[config.mk]
export PLATFORM = sky130hd
export DESIGN_NAME = luma_weighted_tint_shift_unit
export DESIGN_NICKNAME = d
export VERILOG_FILES = /design/src/hw/rtl/ltsu_pkg.sv /design/src/hw/rtl/ltsu_cfg.sv /design/src/hw/rtl/ltsu_luma.sv /design/src/hw/rtl/ltsu_div_cell.sv /design/src/hw/rtl/ltsu_blend.sv /design/src/hw/rtl/luma_weighted_tint_shift_unit.sv
export SDC_FILE = /design/constraint.sdc
export NUM_CORES = 2
export LEC_CHECK = 0
export ABC_AREA = 1
export ABC_CLOCK_PERIOD_IN_PS = 44600
export BUFFER_PORTS_ARGS = -buffer_cell sky130_fd_sc_hd__clkbuf_2
export CAP_MARGIN = 20
export CORE_ASPECT_RATIO = 1.2
export CORE_UTILIZATION = 30
export DETAILED_ROUTE_END_ITERATION = 7
export PLACE_DENSITY = 0.55
export SLEW_MARGIN = 20
export SYNTH_ARGS = -nofsm -noshare
export SYNTH_HDL_FRONTEND = slang
export SYNTH_HIERARCHICAL = 1
export SYNTH_SLANG_ARGS = --single-unit
[constraint.sdc]
create_clock -name clk -period 44.6 [get_ports clk]
set_input_delay 8.92 -clock clk [delete_from_list [all_inputs] [get_ports clk]]
set_output_delay 8.92 -clock clk [all_outputs]
set_load 0.1 [all_outputs]
[src/hw/rtl/ltsu_pkg.sv]
// shared types, register codes and the luma helper for the tint shift unit
// no dependencies; used by every module of the block
`default_nettype none

package ltsu_pkg;

  // fixed point widths
  localparam int unsigned CHAN_W   = 8;
  localparam int unsigned LUMA_W   = 18;  // 299*255 + 587*255 + 114*255 = 255000
  localparam int unsigned QUO_W    = 16;  // weight fraction bits
  localparam int unsigned WEIGHT_W = QUO_W + 1;
  localparam int unsigned DELTA_W  = CHAN_W + 1;
  localparam int unsigned PROD_W   = DELTA_W + WEIGHT_W + 1;
  localparam int unsigned DIV_CELLS = QUO_W;

  // luma coefficients
  localparam logic [LUMA_W-1:0] LUMA_KR = LUMA_W'(299);
  localparam logic [LUMA_W-1:0] LUMA_KG = LUMA_W'(587);
  localparam logic [LUMA_W-1:0] LUMA_KB = LUMA_W'(114);

  // configuration port
  localparam int unsigned CFG_ADDR_W = 5;
  localparam int unsigned CFG_DATA_W = 32;

  typedef enum logic [2:0] {
    REG_BASE_R = 3'd0,
    REG_BASE_G = 3'd1,
    REG_BASE_B = 3'd2,
    REG_TINT_R = 3'd3,
    REG_TINT_G = 3'd4,
    REG_TINT_B = 3'd5
  } reg_idx_t;

  typedef struct packed {
    logic [CHAN_W-1:0] pixel_r;
    logic [CHAN_W-1:0] pixel_g;
    logic [CHAN_W-1:0] pixel_b;
    logic [CHAN_W-1:0] pixel_a;
  } pix_in_t;

  typedef struct packed {
    logic [CHAN_W-1:0] out_r;
    logic [CHAN_W-1:0] out_g;
    logic [CHAN_W-1:0] out_b;
    logic [CHAN_W-1:0] out_a;
  } pix_out_t;

  typedef struct packed {
    logic [CHAN_W-1:0] base_r;
    logic [CHAN_W-1:0] base_g;
    logic [CHAN_W-1:0] base_b;
    logic [CHAN_W-1:0] tint_r;
    logic [CHAN_W-1:0] tint_g;
    logic [CHAN_W-1:0] tint_b;
  } cfg_t;

  // values derived from the registers, held next to them
  typedef struct packed {
    logic [LUMA_W-1:0]        base_luma;
    logic signed [DELTA_W-1:0] delta_r;
    logic signed [DELTA_W-1:0] delta_g;
    logic signed [DELTA_W-1:0] delta_b;
    logic                     bypass;
  } coef_t;

  // item moving along the divider chain
  typedef struct packed {
    logic [LUMA_W-1:0] rem;
    logic [QUO_W-1:0]  quo;
    logic              sat;
    pix_in_t           pix;
  } div_item_t;

  function automatic logic [LUMA_W-1:0] luma_of(
    input logic [CHAN_W-1:0] r,
    input logic [CHAN_W-1:0] g,
    input logic [CHAN_W-1:0] b
  );
    logic [LUMA_W-1:0] yr;
    logic [LUMA_W-1:0] yg;
    logic [LUMA_W-1:0] yb;
    yr = LUMA_W'(r) * LUMA_KR;
    yg = LUMA_W'(g) * LUMA_KG;
    yb = LUMA_W'(b) * LUMA_KB;
    return yr + yg + yb;
  endfunction

endpackage

`default_nettype wire

[src/hw/rtl/ltsu_cfg.sv]
// configuration registers with apb-style access and derived coefficients
// depends on ltsu_pkg
`default_nettype none

module ltsu_cfg
  import ltsu_pkg::*;
(
  input  wire logic                  clk,
  input  wire logic                  rst_n,
  input  wire logic                  cfg_psel,
  input  wire logic                  cfg_penable,
  input  wire logic                  cfg_pwrite,
  input  wire logic [CFG_ADDR_W-1:0] cfg_paddr,
  input  wire logic [CFG_DATA_W-1:0] cfg_pwdata,
  output logic      [CFG_DATA_W-1:0] cfg_prdata,
  output logic                       cfg_pready,
  output coef_t                      coef
);

  cfg_t  cfg_r, cfg_nxt;
  coef_t coef_r, coef_nxt;
  logic  wr_en;
  logic [2:0] idx;
  logic [CHAN_W-1:0] wbyte;

  assign wr_en      = cfg_psel & cfg_penable & cfg_pwrite;
  assign idx        = cfg_paddr[4:2];
  assign wbyte      = cfg_pwdata[CHAN_W-1:0];
  assign cfg_pready = 1'b1;
  assign coef       = coef_r;

  // register write decode
  always_comb begin
    cfg_nxt = cfg_r;
    if (wr_en) begin
      unique case (idx)
        REG_BASE_R: cfg_nxt.base_r = wbyte;
        REG_BASE_G: cfg_nxt.base_g = wbyte;
        REG_BASE_B: cfg_nxt.base_b = wbyte;
        REG_TINT_R: cfg_nxt.tint_r = wbyte;
        REG_TINT_G: cfg_nxt.tint_g = wbyte;
        REG_TINT_B: cfg_nxt.tint_b = wbyte;
        default:    cfg_nxt = cfg_r;
      endcase
    end
  end

  // read mux
  always_comb begin
    unique case (idx)
      REG_BASE_R: cfg_prdata = CFG_DATA_W'(cfg_r.base_r);
      REG_BASE_G: cfg_prdata = CFG_DATA_W'(cfg_r.base_g);
      REG_BASE_B: cfg_prdata = CFG_DATA_W'(cfg_r.base_b);
      REG_TINT_R: cfg_prdata = CFG_DATA_W'(cfg_r.tint_r);
      REG_TINT_G: cfg_prdata = CFG_DATA_W'(cfg_r.tint_g);
      REG_TINT_B: cfg_prdata = CFG_DATA_W'(cfg_r.tint_b);
      default:    cfg_prdata = '0;
    endcase
  end

  // coefficients follow the next register values, so they never lag a write
  always_comb begin
    coef_nxt.base_luma = luma_of(cfg_nxt.base_r, cfg_nxt.base_g, cfg_nxt.base_b);
    coef_nxt.delta_r   = $signed({1'b0, cfg_nxt.tint_r}) - $signed({1'b0, cfg_nxt.base_r});
    coef_nxt.delta_g   = $signed({1'b0, cfg_nxt.tint_g}) - $signed({1'b0, cfg_nxt.base_g});
    coef_nxt.delta_b   = $signed({1'b0, cfg_nxt.tint_b}) - $signed({1'b0, cfg_nxt.base_b});
    coef_nxt.bypass    = (cfg_nxt.base_r == '0) && (cfg_nxt.base_g == '0) &&
                         (cfg_nxt.base_b == '0);
  end

  always_ff @(posedge clk) begin
    if (!rst_n) begin
      cfg_r  <= '0;
      coef_r <= '{base_luma: '0, delta_r: '0, delta_g: '0, delta_b: '0, bypass: 1'b1};
    end else begin
      cfg_r  <= cfg_nxt;
      coef_r <= coef_nxt;
    end
  end

endmodule

`default_nettype wire

[src/hw/rtl/ltsu_luma.sv]
// front stages: pixel luma, then clamp test and divider seed
// depends on ltsu_pkg
`default_nettype none

module ltsu_luma
  import ltsu_pkg::*;
(
  input  wire logic              clk,
  input  wire logic              rst_n,
  input  wire logic              in_valid,
  input  pix_in_t                in_data,
  input  wire logic [LUMA_W-1:0] base_luma,
  input  wire logic              ld_i,
  output logic                   ld_o,
  output logic                   v_o,
  output div_item_t              item_o
);

  logic              v0_r, v1_r;
  logic              ld0, ld1;
  logic [LUMA_W-1:0] luma_r;
  pix_in_t           pix_r;
  div_item_t         item_r, item_nxt;

  // stage loads when empty or when its item moves on
  assign ld1  = !v1_r || ld_i;
  assign ld0  = !v0_r || ld1;
  assign ld_o = ld0;
  assign v_o  = v1_r;
  assign item_o = item_r;

  // weight saturates at one when the pixel is at least as bright as the base
  always_comb begin
    item_nxt.sat = (luma_r >= base_luma);
    item_nxt.rem = item_nxt.sat ? '0 : luma_r;
    item_nxt.quo = '0;
    item_nxt.pix = pix_r;
  end

  always_ff @(posedge clk) begin
    if (!rst_n) begin
      v0_r <= 1'b0;
      v1_r <= 1'b0;
    end else begin
      if (ld0) v0_r <= in_valid;
      if (ld1) v1_r <= v0_r;
    end
  end

  always_ff @(posedge clk) begin
    if (ld0) begin
      luma_r <= luma_of(in_data.pixel_r, in_data.pixel_g, in_data.pixel_b);
      pix_r  <= in_data;
    end
    if (ld1) item_r <= item_nxt;
  end

endmodule

`default_nettype wire

[src/hw/rtl/ltsu_div_cell.sv]
// one restoring division cell: produces one weight bit per item
// depends on ltsu_pkg
`default_nettype none

module ltsu_div_cell
  import ltsu_pkg::*;
(
  input  wire logic              clk,
  input  wire logic              rst_n,
  input  wire logic              v_i,
  input  div_item_t              item_i,
  input  wire logic [LUMA_W-1:0] base_luma,
  input  wire logic              ld_i,
  output logic                   ld_o,
  output logic                   v_o,
  output div_item_t              item_o
);

  logic        v_r;
  div_item_t   item_r, item_nxt;
  logic [LUMA_W:0] shl;
  logic [LUMA_W:0] diff;
  logic        qbit;

  assign ld_o   = !v_r || ld_i;
  assign v_o    = v_r;
  assign item_o = item_r;

  // remainder stays below the base, so the difference fits back in LUMA_W
  always_comb begin
    shl  = {item_i.rem, 1'b0};
    diff = shl - {1'b0, base_luma};
    qbit = (shl >= {1'b0, base_luma});
    item_nxt     = item_i;
    item_nxt.rem = qbit ? diff[LUMA_W-1:0] : shl[LUMA_W-1:0];
    item_nxt.quo = {item_i.quo[QUO_W-2:0], qbit};
  end

  always_ff @(posedge clk) begin
    if (!rst_n) begin
      v_r <= 1'b0;
    end else if (ld_o) begin
      v_r <= v_i;
    end
  end

  always_ff @(posedge clk) begin
    if (ld_o) item_r <= item_nxt;
  end

endmodule

`default_nettype wire

[src/hw/rtl/ltsu_blend.sv]
// back stages: weighted delta products, then rounding, clamp and output register
// depends on ltsu_pkg
`default_nettype none

module ltsu_blend
  import ltsu_pkg::*;
(
  input  wire logic  clk,
  input  wire logic  rst_n,
  input  wire logic  v_i,
  input  div_item_t  item_i,
  input  coef_t      coef,
  output logic       ld_o,
  output logic       out_valid,
  input  wire logic  out_stall,
  output pix_out_t   out_data
);

  logic                     vm_r, vo_r;
  logic                     ldm, ldo;
  logic [WEIGHT_W-1:0]      weight;
  logic signed [PROD_W-1:0] prod_r_r, prod_g_r, prod_b_r;
  pix_in_t                  pix_r;
  pix_out_t                 out_r, out_nxt;

  assign ldo       = !vo_r || !out_stall;
  assign ldm       = !vm_r || ldo;
  assign ld_o      = ldm;
  assign out_valid = vo_r;
  assign out_data  = out_r;

  assign weight = item_i.sat ? {1'b1, {QUO_W{1'b0}}} : {1'b0, item_i.quo};

  function automatic logic signed [PROD_W-1:0] mul_w(
    input logic signed [DELTA_W-1:0] d,
    input logic [WEIGHT_W-1:0]       w
  );
    logic signed [PROD_W-1:0] dx;
    logic signed [PROD_W-1:0] wx;
    dx = PROD_W'(d);
    wx = $signed(PROD_W'(w));
    return dx * wx;
  endfunction

  // p + delta*weight in q16, rounded half up, saturated to a byte
  function automatic logic [CHAN_W-1:0] round_clamp(
    input logic [CHAN_W-1:0]       p,
    input logic signed [PROD_W-1:0] prod
  );
    logic signed [PROD_W:0] num;
    num = $signed({{(PROD_W-CHAN_W-QUO_W+1){1'b0}}, p, {QUO_W{1'b0}}}) +
          (PROD_W+1)'(prod) + $signed((PROD_W+1)'(1 << (QUO_W-1)));
    if (num[PROD_W]) begin
      return '0;
    end else if (num[PROD_W-1:QUO_W+CHAN_W] != '0) begin
      return '1;
    end else begin
      return num[QUO_W+CHAN_W-1:QUO_W];
    end
  endfunction

  // output selection
  always_comb begin
    out_nxt.out_a = pix_r.pixel_a;
    if (coef.bypass) begin
      out_nxt.out_r = pix_r.pixel_r;
      out_nxt.out_g = pix_r.pixel_g;
      out_nxt.out_b = pix_r.pixel_b;
    end else begin
      out_nxt.out_r = round_clamp(pix_r.pixel_r, prod_r_r);
      out_nxt.out_g = round_clamp(pix_r.pixel_g, prod_g_r);
      out_nxt.out_b = round_clamp(pix_r.pixel_b, prod_b_r);
    end
  end

  always_ff @(posedge clk) begin
    if (!rst_n) begin
      vm_r <= 1'b0;
      vo_r <= 1'b0;
    end else begin
      if (ldm) vm_r <= v_i;
      if (ldo) vo_r <= vm_r;
    end
  end

  always_ff @(posedge clk) begin
    if (ldm) begin
      prod_r_r <= mul_w(coef.delta_r, weight);
      prod_g_r <= mul_w(coef.delta_g, weight);
      prod_b_r <= mul_w(coef.delta_b, weight);
      pix_r    <= item_i.pix;
    end
    if (ldo) out_r <= out_nxt;
  end

endmodule

`default_nettype wire

[src/hw/rtl/luma_weighted_tint_shift_unit.sv]
// luma weighted tint shift: one rgba8 pixel in, one shifted pixel out
// pixels enter on in_valid/in_stall with an in_data struct and leave on
// out_valid/out_stall with an out_data struct; an item moves when valid is
// high and stall is low. six 8-bit registers (base rgb, tint rgb) sit on the
// apb-style cfg_ port at byte addresses 0, 4, ... 20; write them while idle.
// an item passes through twenty stages from accept to out_valid: luma,
// divider seed, 16 division cells (one weight bit each), product, round/clamp
// output register.
// throughput is one item per cycle while out_stall is low; the divider is a
// chain of cells, each holding one item and passing it on when the next loads.
// when the receiver stalls, the output register holds its item and stages
// behind it keep filling empty slots, so up to 20 items are taken before
// in_stall rises. reset empties the pipeline and clears the six registers to 0;
// with the base colour at zero the pixel colour passes through unchanged.
// depends on ltsu_pkg, ltsu_cfg, ltsu_luma, ltsu_div_cell, ltsu_blend
`default_nettype none

module luma_weighted_tint_shift_unit
  import ltsu_pkg::*;
(
  input  wire logic                  clk,
  input  wire logic                  rst_n,
  input  wire logic                  in_valid,
  output logic                       in_stall,
  input  pix_in_t                    in_data,
  output logic                       out_valid,
  input  wire logic                  out_stall,
  output pix_out_t                   out_data,
  input  wire logic                  cfg_psel,
  input  wire logic                  cfg_penable,
  input  wire logic                  cfg_pwrite,
  input  wire logic [CFG_ADDR_W-1:0] cfg_paddr,
  input  wire logic [CFG_DATA_W-1:0] cfg_pwdata,
  output logic      [CFG_DATA_W-1:0] cfg_prdata,
  output logic                       cfg_pready
);

  coef_t     coef;
  logic      front_ld;
  logic      cell_v  [DIV_CELLS+1];
  div_item_t cell_it [DIV_CELLS+1];
  logic      cell_ld [DIV_CELLS+1];

  assign in_stall = !front_ld;

  // registers
  ltsu_cfg u_cfg (
    .clk         (clk),
    .rst_n       (rst_n),
    .cfg_psel    (cfg_psel),
    .cfg_penable (cfg_penable),
    .cfg_pwrite  (cfg_pwrite),
    .cfg_paddr   (cfg_paddr),
    .cfg_pwdata  (cfg_pwdata),
    .cfg_prdata  (cfg_prdata),
    .cfg_pready  (cfg_pready),
    .coef        (coef)
  );

  // luma and divider seed
  ltsu_luma u_luma (
    .clk       (clk),
    .rst_n     (rst_n),
    .in_valid  (in_valid),
    .in_data   (in_data),
    .base_luma (coef.base_luma),
    .ld_i      (cell_ld[0]),
    .ld_o      (front_ld),
    .v_o       (cell_v[0]),
    .item_o    (cell_it[0])
  );

  // division chain, msb of the weight first
  for (genvar i = 0; i < DIV_CELLS; i++) begin : g_cell
    ltsu_div_cell u_cell (
      .clk       (clk),
      .rst_n     (rst_n),
      .v_i       (cell_v[i]),
      .item_i    (cell_it[i]),
      .base_luma (coef.base_luma),
      .ld_i      (cell_ld[i+1]),
      .ld_o      (cell_ld[i]),
      .v_o       (cell_v[i+1]),
      .item_o    (cell_it[i+1])
    );
  end

  // products, rounding and output
  ltsu_blend u_blend (
    .clk       (clk),
    .rst_n     (rst_n),
    .v_i       (cell_v[DIV_CELLS]),
    .item_i    (cell_it[DIV_CELLS]),
    .coef      (coef),
    .ld_o      (cell_ld[DIV_CELLS]),
    .out_valid (out_valid),
    .out_stall (out_stall),
    .out_data  (out_data)
  );

endmodule

`default_nettype wire

==> results.md <==
- Status: completed
- Detail Route Antenna Nets: 0
- Synth Area per Inst: 9.34 um2
- Longest Clk Path Bufs: 3
- CP dominant cell by count: inv_1
- Core ar.: 294000 um2
- Post-Layout Cell Count: 13598
- Crit path max fanout: 68
- Tcrit/Tclk final: 50.8%
- Drt total wl: 218 mm
- TNS Setup: 0 ns
- Worst relative slew slack: 26.7%
- Area of the mapped netlist: 88600 um2
- Most frequent cells in the layout: nand2_1 (2407), inv_1 (1472), edfxtp_1 (1135)
- Crit Path Class: primary input to output port
- FF-to-FF path depth: 21
- Critical Path Sink: in_stall
- RR Startpoint: g_cell[15].u_cell/item_o[32]$_DFFE_PP_
- Critical Path Start: out_stall
- H-tree depth: 4
- Commonest non-fill, non-tap cell in the layout: nand2_1
- GRT Overall Usage: 14.7%
- DP HPWL: 163 mm
- Crit path max-delay cell type: nand2_4
- WL per Instance: 16.0 um
- Row count: 218
- PortBufs: 91
- Clock Sink Count: 1249
- YS warnings: 6
- Layout net count: 10946
- Initial antenna violation count: 5
- Post-CTS Resized: 0
- Max-cap violations: 0
- Number of global-route vias before repair: 61453
- Leak: 45.6 nW
- Total CTS buffers: 142
- Routed vias: 61622
- Maximum vdd drop: 0.0668 mV
- Startpoint types: primary input
- Area Growth Syn to Fin: 10.7%
- Hold Fails Final Rpt: 0
- HP Start: g_cell[0].u_cell/item_o[33]$_DFFE_PP_
- Worst Path Required: 35.68 ns
- DR vias/cell: 4.53
- Worst R2R Setup Slack: 37.73 ns
- RSZ-0062 raised after global routing: false
- I/O pins: 143
- Max Clock Skew: 0.0811 ns
- Crit. End Element: output port
- Worst EP arrival: 13.76 ns
- CTS tree: done
- Die extent in y: 597 um
- Max incr delay on CP: 0.74 ns
- First-pass GRT wire length: 345 mm
- Dpl ws: 21.79 ns
- Final setup fails: 0
- Final setup margin: 21.92 ns
- Design area: 98100 um2
- DRC errors left: 0
- Clock transition at path regs: 0.06 ns
- Die X: 498 um
- Largest net degree at the start of global routing: 69
- Hold Path Class: flip-flop to flip-flop
- Initial Util: 30.2%
- First-pass detailed-route iteration total: 6
- Layout cell share with drive strength beyond 1: 10.4%
- Die area: 298000 um2
- Max-slew violation count: 0
- Initial DRC Count: 3771
- Clock root cell: clkbuf_16
- Min Hold Slack: 0.398 ns
- Hold_buf cts: 0
- Area after DPL: 93200 um2
- Clock latency on the worst-skew pair: 0.81 ns
- Post-CTS Repair Setup Buffers: 0
- FF-to-FF End: u_blend/prod_g_r[19]$_DFFE_PP_
- Syn Inst Count: 9486
- Max Freq: 44.1 MHz
- Placed Instances: 13332
- Pwr Density: 65.6 nW/um2
- Gpl congestion: 0.892
- Minimum clock period: 22.68 ns
- Slew @ Worst Pin: 1.10 ns
- Grt total ovfl: 0
[worst max-delay path, delay by kind of cell]
| family | cells | cell delay (ns) |
|---|---|---|
| AND/OR/NAND/NOR | 18 | 1.88 |
| buffers and inverters | 22 | 2.89 |
[power breakdown]
| part | switching [mW] | internal [mW] |
|---|---|---|
| Sequential | 0.151 | 1.67 |
| Combinational | 2.28 | 1.15 |
| Clock | 0.497 | 0.699 |
[layout make-up]
type / count / area [um2]
Clock inverter: 90 / 1140
Tap cell: 3850 / 4820
Clock buffer: 173 / 3750
Timing Repair Buffer: 154 / 932
Multi-Input combinational cell: 6487 / 45100
Sequential cell: 1249 / 36400
Fill cell: 30175 / 196000
Antenna cell: 2 / 5.00
Inverter: 1593 / 5980
[flip-flops by register name (all words and copies together), names as in the netlist]
name	flops
g_cell.u_cell/item_o	934
g_cell.u_cell/v_o	16
u_blend/out_data	32
u_blend/out_nxt	8
u_blend/out_valid	1
u_blend/pix_r	24
u_blend/prod_b_r	12
u_blend/prod_g_r	12
u_blend/prod_r_r	12
u_blend/vm_r	1
u_cfg/cfg_r	48
u_cfg/coef	46
u_luma/item_nxt	32
u_luma/item_o	51
u_luma/luma_r	18
u_luma/v0_r	1
u_luma/v_o	1
[per-stage QoR]
step	utilization, %	power [mW]
5_1_grt	33.4	7.00
3_3_place_gp	31.7	5.25
3_5_place_dp	31.7	5.26
4_1_cts	33.4	6.49
6_report	33.4	6.44
2_1_floorplan	-	4.40
[layer usage]
metal	global-route usage, %	part of all wire, %	vias up
met3	1.70	3.5	377
li1	-	-	30905
met2	26.0	49	1102
met5	0	0	-
met4	5.17	3.7	0
met1	18.4	44	29238
[worst min-delay path by stage]
stage,endpoint,cells after the start
after global routing,g_cell[5].u_cell/item_o[36]$_DFFE_PP_,0
after floorplan,g_cell[0].u_cell/item_o[0]$_DFFE_PP_,0
after global placement,u_blend/out_nxt[3]$_DFFE_PP_,0
after detailed placement,g_cell[0].u_cell/item_o[12]$_DFFE_PP_,0
after CTS,g_cell[5].u_cell/item_o[36]$_DFFE_PP_,0
final,g_cell[1].u_cell/item_o[34]$_DFFE_PP_,0
Power figures use the tool's default switching activity.
